File: src/sv/isoa_pkg.sv
// isoa_pkg: types, register codes and constants for the input source ownership arbiter
// no dependencies; imported by every module of the block

package isoa_pkg;

  // item kinds
  localparam logic KIND_KEY_WORD = 1'b0;
  localparam logic KIND_TICK     = 1'b1;

  // register indexes on the configuration port
  localparam logic [1:0] REG_STICK_THR  = 2'd0;
  localparam logic [1:0] REG_TRIG_THR   = 2'd1;
  localparam logic [1:0] REG_BACKGROUND = 2'd2;
  localparam logic [1:0] REG_AUTO_SW    = 2'd3;

  // register reset values
  localparam logic [14:0] STICK_THR_RST = 15'd8192;
  localparam logic [14:0] TRIG_THR_RST  = 15'd8192;

  // threshold clamp range, 0.05 .. 0.95 in Q0.15
  localparam logic [14:0] THR_MIN = 15'd1638;
  localparam logic [14:0] THR_MAX = 15'd31129;

  // axis motion step, 0.10 in Q0.15
  localparam logic [17:0] MOVE_STEP = 18'd3277;

  // key code ranges that count as keyboard activity
  localparam int unsigned KEY_FIRST      = 1;
  localparam int unsigned KEY_LAST       = 254;
  localparam int unsigned KEY_SKIP_FIRST = 'hC3;
  localparam int unsigned KEY_SKIP_LAST  = 'hDA;

  typedef struct packed {
    logic               kind;
    logic [1:0]         word_index;
    logic [63:0]        key_word;
    logic               connected;
    logic               focused;
    logic [63:0]        stick_axes;
    logic [31:0]        trigger_axes;
    logic [15:0]        pad_buttons;
    logic signed [15:0] mouse_dx;
    logic signed [15:0] mouse_dy;
    logic [1:0]         wheel;
  } in_item_t;

  typedef struct packed {
    logic use_controller;
    logic owner_is_keyboard;
  } out_item_t;

  typedef struct packed {
    logic [14:0] stick_thr;
    logic [14:0] trig_thr;
    logic        background_input;
    logic        auto_switch;
  } cfg_t;

  // what the lanes found on one tick
  typedef struct packed {
    logic axis_act;
    logic key_act;
  } lane_act_t;

  function automatic logic [14:0] clamp_thr(input logic [14:0] t);
    logic [14:0] r;
    r = t;
    if (t < THR_MIN) begin
      r = THR_MIN;
    end else if (t > THR_MAX) begin
      r = THR_MAX;
    end
    return r;
  endfunction

  // keys of one 64-key group that may signal keyboard activity
  function automatic logic [63:0] key_mask(input int unsigned w);
    logic [63:0] m;
    int unsigned key;
    m = '0;
    for (int unsigned i = 0; i < 64; i++) begin
      key = 64 * w + i;
      if (key >= KEY_FIRST && key <= KEY_LAST &&
          !(key >= KEY_SKIP_FIRST && key <= KEY_SKIP_LAST)) begin
        m[i] = 1'b1;
      end
    end
    return m;
  endfunction

endpackage

File: src/sv/isoa_axis_lane.sv
// isoa_axis_lane: one gamepad axis with its anchor, flags a wake move
// depends on isoa_pkg (MOVE_STEP)

module isoa_axis_lane (
  input  logic               clk,
  input  logic               rst,
  input  logic               tick,
  input  logic               connected,
  input  logic signed [16:0] value,
  input  logic [14:0]        thr,
  output logic               act
);
  import isoa_pkg::*;

  logic signed [16:0] anchor;
  logic signed [16:0] anchor_next;
  logic [16:0]        mag_v;
  logic [16:0]        mag_a;
  logic signed [17:0] diff;
  logic [17:0]        mag_d;
  logic               below_v;
  logic               below_a;
  logic               far;

  // magnitudes of value, anchor and their distance
  always_comb begin
    mag_v   = value[16] ? 17'(-value) : 17'(value);
    mag_a   = anchor[16] ? 17'(-anchor) : 17'(anchor);
    diff    = {value[16], value} - {anchor[16], anchor};
    mag_d   = diff[17] ? 18'(-diff) : 18'(diff);
    below_v = mag_v < {2'b00, thr};
    below_a = mag_a < {2'b00, thr};
    far     = mag_d >= MOVE_STEP;
  end

  assign act = connected && !below_v && (below_a || far);

  // anchor clears while disconnected, else follows the value unless value and anchor are both past threshold and near
  always_comb begin
    anchor_next = anchor;
    if (!connected) begin
      anchor_next = '0;
    end else if (below_v || below_a || far) begin
      anchor_next = value;
    end
  end

  always_ff @(posedge clk) begin
    if (rst) begin
      anchor <= '0;
    end else if (tick) begin
      anchor <= anchor_next;
    end
  end

endmodule

File: src/sv/isoa_key_lane.sv
// isoa_key_lane: one 64-key group, rising edges against the key history
// depends on isoa_pkg (no types used beyond plain vectors)

module isoa_key_lane (
  input  logic        clk,
  input  logic        rst,
  input  logic        tick_focused,
  input  logic [63:0] keys,
  input  logic [63:0] mask,
  output logic        act
);
  import isoa_pkg::*;

  logic [63:0] history;
  logic [63:0] now_keys;

  assign now_keys = keys & mask;
  assign act      = |(now_keys & ~history);

  // history moves only on focused ticks
  always_ff @(posedge clk) begin
    if (rst) begin
      history <= '0;
    end else if (tick_focused) begin
      history <= now_keys;
    end
  end

endmodule

File: src/sv/isoa_owner.sv
// isoa_owner: merges lane findings, button edges and mouse motion into ownership
// depends on isoa_pkg (in_item_t, out_item_t, cfg_t, lane_act_t)

module isoa_owner (
  input  logic                 clk,
  input  logic                 rst,
  input  logic                 tick,
  input  isoa_pkg::in_item_t   item,
  input  isoa_pkg::lane_act_t  lanes,
  input  isoa_pkg::cfg_t       cfg,
  output isoa_pkg::out_item_t  result
);
  import isoa_pkg::*;

  logic        owner;
  logic        owner_next;
  logic [15:0] btn_hist;
  logic        btn_edge;
  logic        pad_act;
  logic        mouse_act;
  logic        kbm_act;
  logic        use_ctrl;

  // gamepad and keyboard/mouse activity
  always_comb begin
    btn_edge  = |(item.pad_buttons & ~btn_hist);
    pad_act   = item.connected && (lanes.axis_act || btn_edge);
    mouse_act = (item.mouse_dx != '0) || (item.mouse_dy != '0) || (item.wheel != '0);
    kbm_act   = item.focused && (lanes.key_act || mouse_act);
  end

  // ownership decision
  always_comb begin
    owner_next = owner;
    use_ctrl   = 1'b0;
    priority if (!item.focused && !cfg.background_input) begin
      owner_next = 1'b1;
      use_ctrl   = 1'b0;
    end else if (!cfg.auto_switch) begin
      owner_next = 1'b0;
      use_ctrl   = item.connected;
    end else begin
      if (!item.connected || kbm_act) begin
        owner_next = 1'b1;
      end else if (pad_act) begin
        owner_next = 1'b0;
      end
      use_ctrl = !owner_next;
    end
  end

  always_comb begin
    result.use_controller    = use_ctrl;
    result.owner_is_keyboard = owner_next;
  end

  // owner and button history update on every tick
  always_ff @(posedge clk) begin
    if (rst) begin
      owner    <= 1'b0;
      btn_hist <= '0;
    end else if (tick) begin
      owner    <= owner_next;
      btn_hist <= item.connected ? item.pad_buttons : 16'h0000;
    end
  end

endmodule

File: src/sv/input_source_ownership_arbiter.sv
// input_source_ownership_arbiter: top level, configuration, key staging, lanes, output skid
// depends on isoa_pkg, isoa_axis_lane, isoa_key_lane, isoa_owner
//
//   channel   handshake              payload    direction
//   in        in_valid / in_ready    in_item    key word or tick item in
//   out       out_valid / out_ready  out_item   one result per tick item out
//   cfg       cfg_write              cfg_index, cfg_data   register write in
//
// One item is taken per cycle; a tick's result is registered in the output register,
// or in the skid entry while that register holds an unpopped result. Six axis lanes
// and KEY_WORDS key lanes evaluate a tick in the accept cycle, and the owner stage
// merges them. The output register plus a one-entry skid stage hold two results;
// in_ready drops only while the skid entry is full. Reset clears ownership, anchors
// and histories at once; staged key words hold no value until written.

module input_source_ownership_arbiter #(
  parameter int KEY_WORDS = 4
) (
  input  logic                clk,
  input  logic                rst,
  input  logic                in_valid,
  output logic                in_ready,
  input  isoa_pkg::in_item_t  in_item,
  output logic                out_valid,
  input  logic                out_ready,
  output isoa_pkg::out_item_t out_item,
  input  logic                cfg_write,
  input  logic [1:0]          cfg_index,
  input  logic [14:0]         cfg_data
);
  import isoa_pkg::*;

  cfg_t        cfg;
  logic        accept;
  logic        tick;
  logic        stage_key;
  logic [63:0] staged_keys [KEY_WORDS];
  logic [5:0]  axis_act;
  logic [KEY_WORDS-1:0] key_act;
  logic [14:0] stick_thr_c;
  logic [14:0] trig_thr_c;
  lane_act_t   lanes;
  out_item_t   result;
  out_item_t   skid_item;
  logic        skid_valid;
  logic        pop;

  // configuration registers
  always_ff @(posedge clk) begin
    if (rst) begin
      cfg.stick_thr        <= STICK_THR_RST;
      cfg.trig_thr         <= TRIG_THR_RST;
      cfg.background_input <= 1'b0;
      cfg.auto_switch      <= 1'b1;
    end else if (cfg_write) begin
      unique case (cfg_index)
        REG_STICK_THR:  cfg.stick_thr        <= cfg_data;
        REG_TRIG_THR:   cfg.trig_thr         <= cfg_data;
        REG_BACKGROUND: cfg.background_input <= cfg_data[0];
        REG_AUTO_SW:    cfg.auto_switch      <= cfg_data[0];
        default: ;
      endcase
    end
  end

  // input handshake
  assign in_ready  = !skid_valid;
  assign accept    = in_valid && in_ready;
  assign tick      = accept && (in_item.kind == KIND_TICK);
  assign stage_key = accept && (in_item.kind == KIND_KEY_WORD);

  assign stick_thr_c = clamp_thr(cfg.stick_thr);
  assign trig_thr_c  = clamp_thr(cfg.trig_thr);

  // stick lanes, sign-extended, and trigger lanes, zero-extended
  for (genvar i = 0; i < 4; i++) begin : g_stick
    isoa_axis_lane u_lane (
      .clk       (clk),
      .rst       (rst),
      .tick      (tick),
      .connected (in_item.connected),
      .value     ({in_item.stick_axes[16*i+15], in_item.stick_axes[16*i +: 16]}),
      .thr       (stick_thr_c),
      .act       (axis_act[i])
    );
  end

  for (genvar i = 0; i < 2; i++) begin : g_trig
    isoa_axis_lane u_lane (
      .clk       (clk),
      .rst       (rst),
      .tick      (tick),
      .connected (in_item.connected),
      .value     ({1'b0, in_item.trigger_axes[16*i +: 16]}),
      .thr       (trig_thr_c),
      .act       (axis_act[4+i])
    );
  end

  // key staging and key lanes, one per 64-key group
  for (genvar w = 0; w < KEY_WORDS; w++) begin : g_keys
    always_ff @(posedge clk) begin
      if (stage_key && in_item.word_index == 2'(w)) begin
        staged_keys[w] <= in_item.key_word;
      end
    end

    isoa_key_lane u_lane (
      .clk          (clk),
      .rst          (rst),
      .tick_focused (tick && in_item.focused),
      .keys         (staged_keys[w]),
      .mask         (key_mask(w)),
      .act          (key_act[w])
    );
  end

  assign lanes.axis_act = |axis_act;
  assign lanes.key_act  = |key_act;

  // merge stage
  isoa_owner u_owner (
    .clk    (clk),
    .rst    (rst),
    .tick   (tick),
    .item   (in_item),
    .lanes  (lanes),
    .cfg    (cfg),
    .result (result)
  );

  // output register with one skid entry
  assign pop = out_valid && out_ready;

  always_ff @(posedge clk) begin
    if (rst) begin
      out_valid  <= 1'b0;
      skid_valid <= 1'b0;
    end else if (skid_valid) begin
      if (pop) begin
        out_valid  <= 1'b1;
        skid_valid <= 1'b0;
      end
    end else if (tick) begin
      if (!out_valid || pop) begin
        out_valid <= 1'b1;
      end else begin
        skid_valid <= 1'b1;
      end
    end else if (pop) begin
      out_valid <= 1'b0;
    end
  end

  always_ff @(posedge clk) begin
    if (skid_valid) begin
      if (pop) begin
        out_item <= skid_item;
      end
    end else if (tick) begin
      if (!out_valid || pop) begin
        out_item <= result;
      end else begin
        skid_item <= result;
      end
    end
  end

endmodule
File: config.mk
export PLATFORM = sky130hd
export DESIGN_NAME = input_source_ownership_arbiter
export DESIGN_NICKNAME = d
export VERILOG_FILES = /design/src/sv/isoa_pkg.sv /design/src/sv/isoa_axis_lane.sv /design/src/sv/isoa_key_lane.sv /design/src/sv/isoa_owner.sv /design/src/sv/input_source_ownership_arbiter.sv
export SDC_FILE = /design/constraint.sdc
export NUM_CORES = 2
export LEC_CHECK = 0
export CORE_UTILIZATION = 55
export DETAILED_ROUTE_END_ITERATION = 16
export DONT_BUFFER_PORTS = 1
export PLACE_DENSITY = 0.7
export SLEW_MARGIN = 0
export SYNTH_ARGS = -nofsm -noshare
export SYNTH_HDL_FRONTEND = slang
export SYNTH_SLANG_ARGS = --single-unit
export TNS_END_PERCENT = 10
File: constraint.sdc
create_clock -name clk -period 7.4 [get_ports clk]
set_input_delay 0.74 -clock clk [delete_from_list [all_inputs] [get_ports clk]]
set_output_delay 0.74 -clock clk [all_outputs]
set_load 0.05 [all_outputs]
======== Yosys cells after proc, flatten, opt, wreduce, memory -nomap -nowiden ========
Memory sizes are Yosys's and may differ from the RTL's.
Index checks and enable logic that the tools add are counted.
word-level totals
  bits in writable memories ............... 256
  logic and storage cells ................. 252
  register bits after elaboration ......... 387
  output and inout bits ................... 4
  input port bits ......................... 237
  memories kept ........................... 1
memory list
  memory       depth  bits a word  rd ports  clocked after Yosys merged registers in  write ports  RTL line                              RTL
  staged_keys  4      64           4         0                                        1            input_source_ownership_arbiter.sv:37  logic [63:0] staged_keys [KEY_WORDS];
operators by class
  $add $sub $neg .......................... 22
  reduce and logical (&&, ||, !) cells .... 87
  mux-type cells .......................... 71
  magnitude comparators ................... 22
  equal/unequal tests ..................... 14
  bitwise operators ....................... 13
operator list
  operator                                                                  count
  17-bit 2-to-1 mux                                                         22
  256-bit OR reduction                                                      1
  64-bit bitwise AND                                                        3
  64-bit 2-to-1 mux                                                         3
  64-bit NOT                                                                3
  64-bit OR reduction                                                       3
  17-bit by 15-bit < comparator with 1-bit output                           10
  18-bit by 12-bit >= comparator with 1-bit output (second input constant)  6
  18-bit 2-to-1 mux                                                         6
  18-bit negator                                                            6
  17-bit negator                                                            6
  16-bit by 17-bit subtractor with 18-bit output                            4
  16-bit negator with 17-bit output                                         4
  63-bit by 64-bit bitwise AND with 64-bit output                           1
  63-bit NOT with 64-bit output                                             1
  15-bit 2-to-1 mux                                                         4
  17-bit by 17-bit subtractor with 18-bit output                            2
  16-bit by 15-bit < comparator with 1-bit output                           2
  16-bit nonzero test                                                       2
  15-bit > comparator (second input constant)                               2
  15-bit by 11-bit < comparator with 1-bit output (second input constant)   2
  1-bit 2-to-1 mux                                                          28
  1-bit logical AND                                                         24
  1-bit logical OR                                                          24
  16 further kinds                                                          60

======== Logic depth before layout (Yosys ltp) ========
  depth in word-level cells ............... 20
  gate-level depth with buffers ........... 20
  mapped depth without buffers ............ 18

======== Hierarchy ========
A second synthesis with hierarchy kept.
second synthesis, totals
  cells, all modules ...................... 5,022
  area total of the unflattened synthesis .. 45,855.2 um^2
by module, submodules not included
  module                              area each (um^2)  sequential area each (um^2)  instances  cells each
  isoa_key_lane                       3,159.3           1,281.2                      4          362
  input_source_ownership_arbiter      9,582.9           8,488.1                      1          502
  isoa_axis_lane (g_stick[0].u_lane)  3,890.0           340.3                        1          510
  isoa_axis_lane (g_trig[1].u_lane)   3,876.2           340.3                        1          517
  isoa_axis_lane (g_stick[2].u_lane)  3,854.9           340.3                        1          510
  isoa_axis_lane (g_stick[3].u_lane)  3,841.2           340.3                        1          498
  isoa_axis_lane (g_stick[1].u_lane)  3,741.1           340.3                        1          478
  isoa_axis_lane (g_trig[0].u_lane)   3,559.7           340.3                        1          457
  isoa_owner                          872.1             340.3                        1          102

======== Worst setup path before layout ========
No wires, ideal clock.
  path kind ............................... input to register
  from .................................... input port in_item[214] in the netlist's numbering
  to ...................................... memory staged_keys[0][10], enable pin
  buffers on the path ..................... 0
  data required time ...................... 6.824 ns
  path slack .............................. 1.137 ns
  data arrival time ....................... 5.687 ns
  library setup time ...................... 0.576 ns
  cell stages on the path ................. 2
  cell sequence ........................... nor3b_1 > nor3b_1
on the way
  cells in the longest elaborated chain, start to end .. 9
  elaborated cells on any way between the ends .. 23
  classes of those cells .................. mux (14); bitwise (1); reduce/logical (8)
RTL lines
  item                                                                                 RTL line                               RTL
  start: declaration                                                                   input_source_ownership_arbiter.sv:23   input isoa_pkg::in_item_t in_item,
  1-bit NOT *                                                                          input_source_ownership_arbiter.sv:70   assign stage_key = accept && (in_item.kind == KIND_KEY_WORD);
  1-bit logical AND *                                                                  input_source_ownership_arbiter.sv:70
  1-bit logical AND                                                                    input_source_ownership_arbiter.sv:103  if (stage_key && in_item.word_index == 2'(w)) begin
  1-bit 2-to-1 mux                                                                     input_source_ownership_arbiter.sv:103
  1-bit 2-to-1 mux (not written as such)                                               input_source_ownership_arbiter.sv:104  staged_keys[w] <= in_item.key_word;
  64-bit OR reduction (no line)                                                        n/a
  2-bit 2-to-1 mux (no line) / 1-bit 2-to-1 mux (equally long branches) (3 in series)  n/a
  end: declaration                                                                     input_source_ownership_arbiter.sv:37
Mark *: on every way between the ends. The rest lies on a longest branch, timed or not.

======== Worst setup path after layout ========
  from .................................... register g_trig[1].u_lane.anchor[0]
  to ...................................... register g_trig[1].u_lane.anchor[15]
on the way
  cells in the longest elaborated chain, start to end .. 7
  elaborated cells on any way between the ends .. 11
  classes of those cells .................. add/sub (3); order compare (2); eq/ne (1); mux (2); reduce/logical (3)
RTL lines
  item                                                                                         RTL line                                    RTL
  start: declaration                                                                           isoa_axis_lane.sv:15                        logic signed [16:0] anchor;
  start signal: assignment                                                                     isoa_axis_lane.sv:52                        anchor <= anchor_next;
  17-bit by 17-bit subtractor with 18-bit output / 17-bit negator (equally long branches)      isoa_axis_lane.sv:29, isoa_axis_lane.sv:28
  18-bit negator / 17-bit 2-to-1 mux (equally long branches)                                   isoa_axis_lane.sv:30, isoa_axis_lane.sv:28
  18-bit 2-to-1 mux / 17-bit by 15-bit < comparator with 1-bit output (equally long branches)  isoa_axis_lane.sv:30, isoa_axis_lane.sv:32
  18-bit by 12-bit >= comparator with 1-bit output / 1-bit logical OR (equally long branches)  isoa_axis_lane.sv:33, isoa_axis_lane.sv:43
  1-bit logical OR *                                                                           isoa_axis_lane.sv:43                        end else if (below_v || below_a || far) begin
  2-bit by 1-bit inequality test with 1-bit output (no line) *                                 n/a
  2-bit AND reduction (no line) *                                                              n/a
Marks and branches as above.
A chain may end at the register's enable or synchronous reset.

==> impl_metrics.env <==
export IMPL_htree_levels=2
export IMPL_antenna_left=0
export IMPL_core_area_um2=68600
export IMPL_synth_async_sr_flop_share=0
export IMPL_critical_path_required_ps=7960
export IMPL_synthesis_nets=5045
export IMPL_finalHoldViolCount=0
export IMPL_antenna_found_initial=3
export IMPL_hold_class="in -> reg"
export IMPL_grt_overflow_total=0
export IMPL_grt_max_degree=378
export IMPL_die_area_um2=70300
export IMPL_flow_area_growth_from_synthesis_pct=7.39
export IMPL_drt_pre_antenna_iters=5
export IMPL_critPathCaptureType="flop"
export IMPL_crit_slowest_cell="a21o_1"
export IMPL_synth_most_common_cell="nand2_1"
export IMPL_synth_simple_gate_area_share=0.195
export IMPL_layout_min_cycle_time_ps=5080
export IMPL_clock_root_buffer="clkbuf_16"
export IMPL_final_min_period_over_clock_period=0.686
export IMPL_timing_max_transition_violations_final=0
export IMPL_synth_seq_area_share=0.382
export IMPL_synth_ff_type="dfxtp_1"
export IMPL_yosysWarningCount=0
export IMPL_synth_mux_area_fraction=0.0214
export IMPL_nNetsFinal=4935
export IMPL_crit_type="reg -> reg"
export IMPL_fill_cells=6059
export IMPL_cts_made_buffers=61
export IMPL_post_synth_top_area_cell="dfxtp_1"
export IMPL_cts_buffer_depth=3
export IMPL_weighted_congestion_reported_at_the_end_of_routability_driven_placement=0.927
export IMPL_synth_top_cell_area_share=0.198
export IMPL_grt_pass1_vias=29400
export IMPL_cts_post_setup_buffers_inserted=0
export IMPL_synth_seq_cells=611
export IMPL_drv_cap=0
export IMPL_synth_xor_xnor_area_share=0.0391
export IMPL_dp_hpwl_mm=74.7
export IMPL_hold_buffers=0
export IMPL_leakagePower_uw=0.0151
export IMPL_dr_total_vias=32200
export IMPL_cts_reportedPaths_clkPinSlew_ps=60
export IMPL_critical_path_max_fanout=16
export IMPL_timing_setup_tns_ps=0
export IMPL_cp_cell_sequence="ha_1, inv_1, fa_1, a211oi_1, nor2_1, xor2_1, a221oi_2, and3_1, mux2_2, o32ai_1, a22oi_1, nor4_1, a21o_1, mux2_2, nor2_1"
export IMPL_worstPathArrival_ps=5640
export IMPL_timing_critical_path_max_delay_family="compound AO/OA/AOI/OAI gates"
export IMPL_die_y_um=265
export IMPL_buffers_on_ports=0
export IMPL_post_synth_num_cell_types=109
export IMPL_synth_top_cells_by_count="nand2_1, a21oi_1, inv_1"
export IMPL_num_rows=96
export IMPL_dr_first_iter_drc_count=2743
export IMPL_synth_compound_gate_area_share=0.209
export IMPL_grt_first_pass_wirelength_mm=162
export IMPL_floorplan_initialDensity=0.556
export IMPL_tritoncts="done"
export IMPL_timing_max_slew_rel_slack=0.165
export IMPL_share_of_cells_above_drive_strength_1=0.0513
export IMPL_number_of_synthesized_flops_with_an_enable_pin=234
export IMPL_die_w_um=265
export IMPL_synth_area_leaders="dfxtp_1, edfxtp_1, ha_1, nand2_1, a21oi_1"
export IMPL_outcome="finished clean"
export IMPL_syn_cell_area_um2=38100
export IMPL_drt_total_wl_mm=105
export IMPL_syn_area_per_cell_um2=8.42
export IMPL_ios=241
export IMPL_element_type_at_the_critical_path_start="flop"
export IMPL_vdd_drop_max_v=0.000268
export IMPL_clock_skew_final_ps=31.6
export IMPL_clock_insertion_delay_at_the_later_pin_of_the_skew_report_ps=660
export IMPL_numClockSinks=611
export IMPL_achievable_frequency_mhz=197
export IMPL_critical_path_max_stage_delay_ps=730
export IMPL_setup_repair_after_global_routing_missed_its_margin="no"
export IMPL_avg_wl_per_cell_um=19.4
export IMPL_avgViaCountPerCell=5.97
export IMPL_detail_route_drc_violations=0
export IMPL_worst_slew_pin_transition_ps=1250
export IMPL_finalCoreUtilization=0.597
export IMPL_post_cts_resized_instances=0
export IMPL_synthAdderAreaFrac=0.0944
export IMPL_power_density_nw_per_um2=205
export IMPL_grt_util_all_layers=0.287
export IMPL_setup_viol_count_final=0
export IMPL_dominant_combinational_cell_family_by_area_after_synthesis="compound AO/OA/AOI/OAI gates"
export IMPL_synthCells=4524
export IMPL_critical_path_buf_inv_count=1
power by group:
group	switching, µW	internal [µW]	total [µW]	leakage [µW]
clock network	1350	1950	3310	0.00107
logic	850	582	1430	0.00881
registers	63.1	3580	3650	0.00519
total	2260	6120	8380	0.0151
cells in the final DEF (no fill, tap or decap), types with 75 or more instances in the layout:
cell type,count
a21oi_1,481
o22ai_1,109
a21o_1,75
dfxtp_1,377
nand2b_1,87
edfxtp_1,234
ha_1,278
xnor2_1,141
o21ai_0,148
inv_1,389
nor2_1,177
nand2_1,765
nand3_1,125
sequential cells by signal, indices dropped and copies added, names as in the netlist:
name                   count
cfg                       32
g_keys.u_lane.history    230
g_stick.u_lane.anchor     64
g_trig.u_lane.anchor      32
out_item                   2
out_valid                  1
skid_item                  2
skid_valid                 1
staged_keys              230
u_owner.btn_hist          16
u_owner.owner              1
logic make-up (layout without fill, tap and decap cells):
| logic type | Yosys count | after routing |
|---|---|---|
| buffers and inverters | 584 | 527 |
| AOI/OAI and AO/OA | 1240 | 1240 |
| adders and majority gates | 284 | 284 |
| muxes | 71 | 71 |
| DFF | 611 | 611 |
| xor gates and xnor gates | 170 | 170 |
| other | 0 | 3 |
| and+or+nand+nor | 1564 | 1564 |
worst reg2reg max path: stages, from the launching register on:
cell and delay, ps:
dfxtp_1 390, ha_1 190, inv_1 50, fa_1 420
a211oi_1 370, nor2_1 110, xor2_1 200, a221oi_2 310
and3_1 370, mux2_2 370, o32ai_1 210, a22oi_1 110
nor4_1 690, a21o_1 730, mux2_2 410, nor2_1 80
per-layer routing:
layer,vias up,GRT usage,part of all wire
met4,2,0.101,0.034
li1,16000,-,-
met3,159,0.0567,0.071
met5,-,0,0.000076
met2,930,0.480,0.47
met1,15200,0.370,0.42
per-stage QoR:
| stage | area, µm² | setup slack (ps) | instances | hold WS, ps | power, µW |
|---|---|---|---|---|---|
| 6_report | 40900 | 2320 | 5401 | 165 | 8380 |
| 5_1_grt | 40900 | 2040 | 5401 | 125 | 8750 |
| 4_1_cts | 40900 | 2370 | 5398 | 136 | 8420 |
| 3_5_place_dp | 38700 | 2010 | 5282 | 439 | 5120 |
| 3_3_place_gp | 38700 | 2140 | 5282 | 433 | 5100 |
| 2_1_floorplan | 38100 | 1140 | 4524 | 427 | 4860 |
final cells by class:
class | count | area (µm²) | area share
Antenna cell | 3 | 7.51 | 0.000183
Sequential cell | 611 | 14600 | 0.356
Multi-Input combinational cell | 3329 | 21300 | 0.521
Inverter | 389 | 1460 | 0.0357
Timing Repair Buffer | 22 | 190 | 0.00465
Clock buffer | 88 | 1780 | 0.0434
Tap cell | 931 | 1160 | 0.0285
Clock inverter | 28 | 412 | 0.0101
path summary, 6_finish.rpt:
kind                                           startpoint                                   endpoint  slack [ps]  cells past startpoint
setup / recovery  g_trig[1].u_lane.anchor[0]$_SDFFE_PP0P_   g_trig[1].u_lane.anchor[15]$_SDFFE_PP0P_        2320                     15
hold / removal                                        rst  g_keys[0].u_lane.history[27]$_SDFFE_PP0P_         160                      1
setup reg to reg  g_trig[1].u_lane.anchor[0]$_SDFFE_PP0P_   g_trig[1].u_lane.anchor[15]$_SDFFE_PP0P_        2320                     15
hold reg to reg         u_owner.btn_hist[12]$_SDFFE_PP0P_          u_owner.btn_hist[12]$_SDFFE_PP0P_         450                      2
Power figures use the tool's default switching activity.
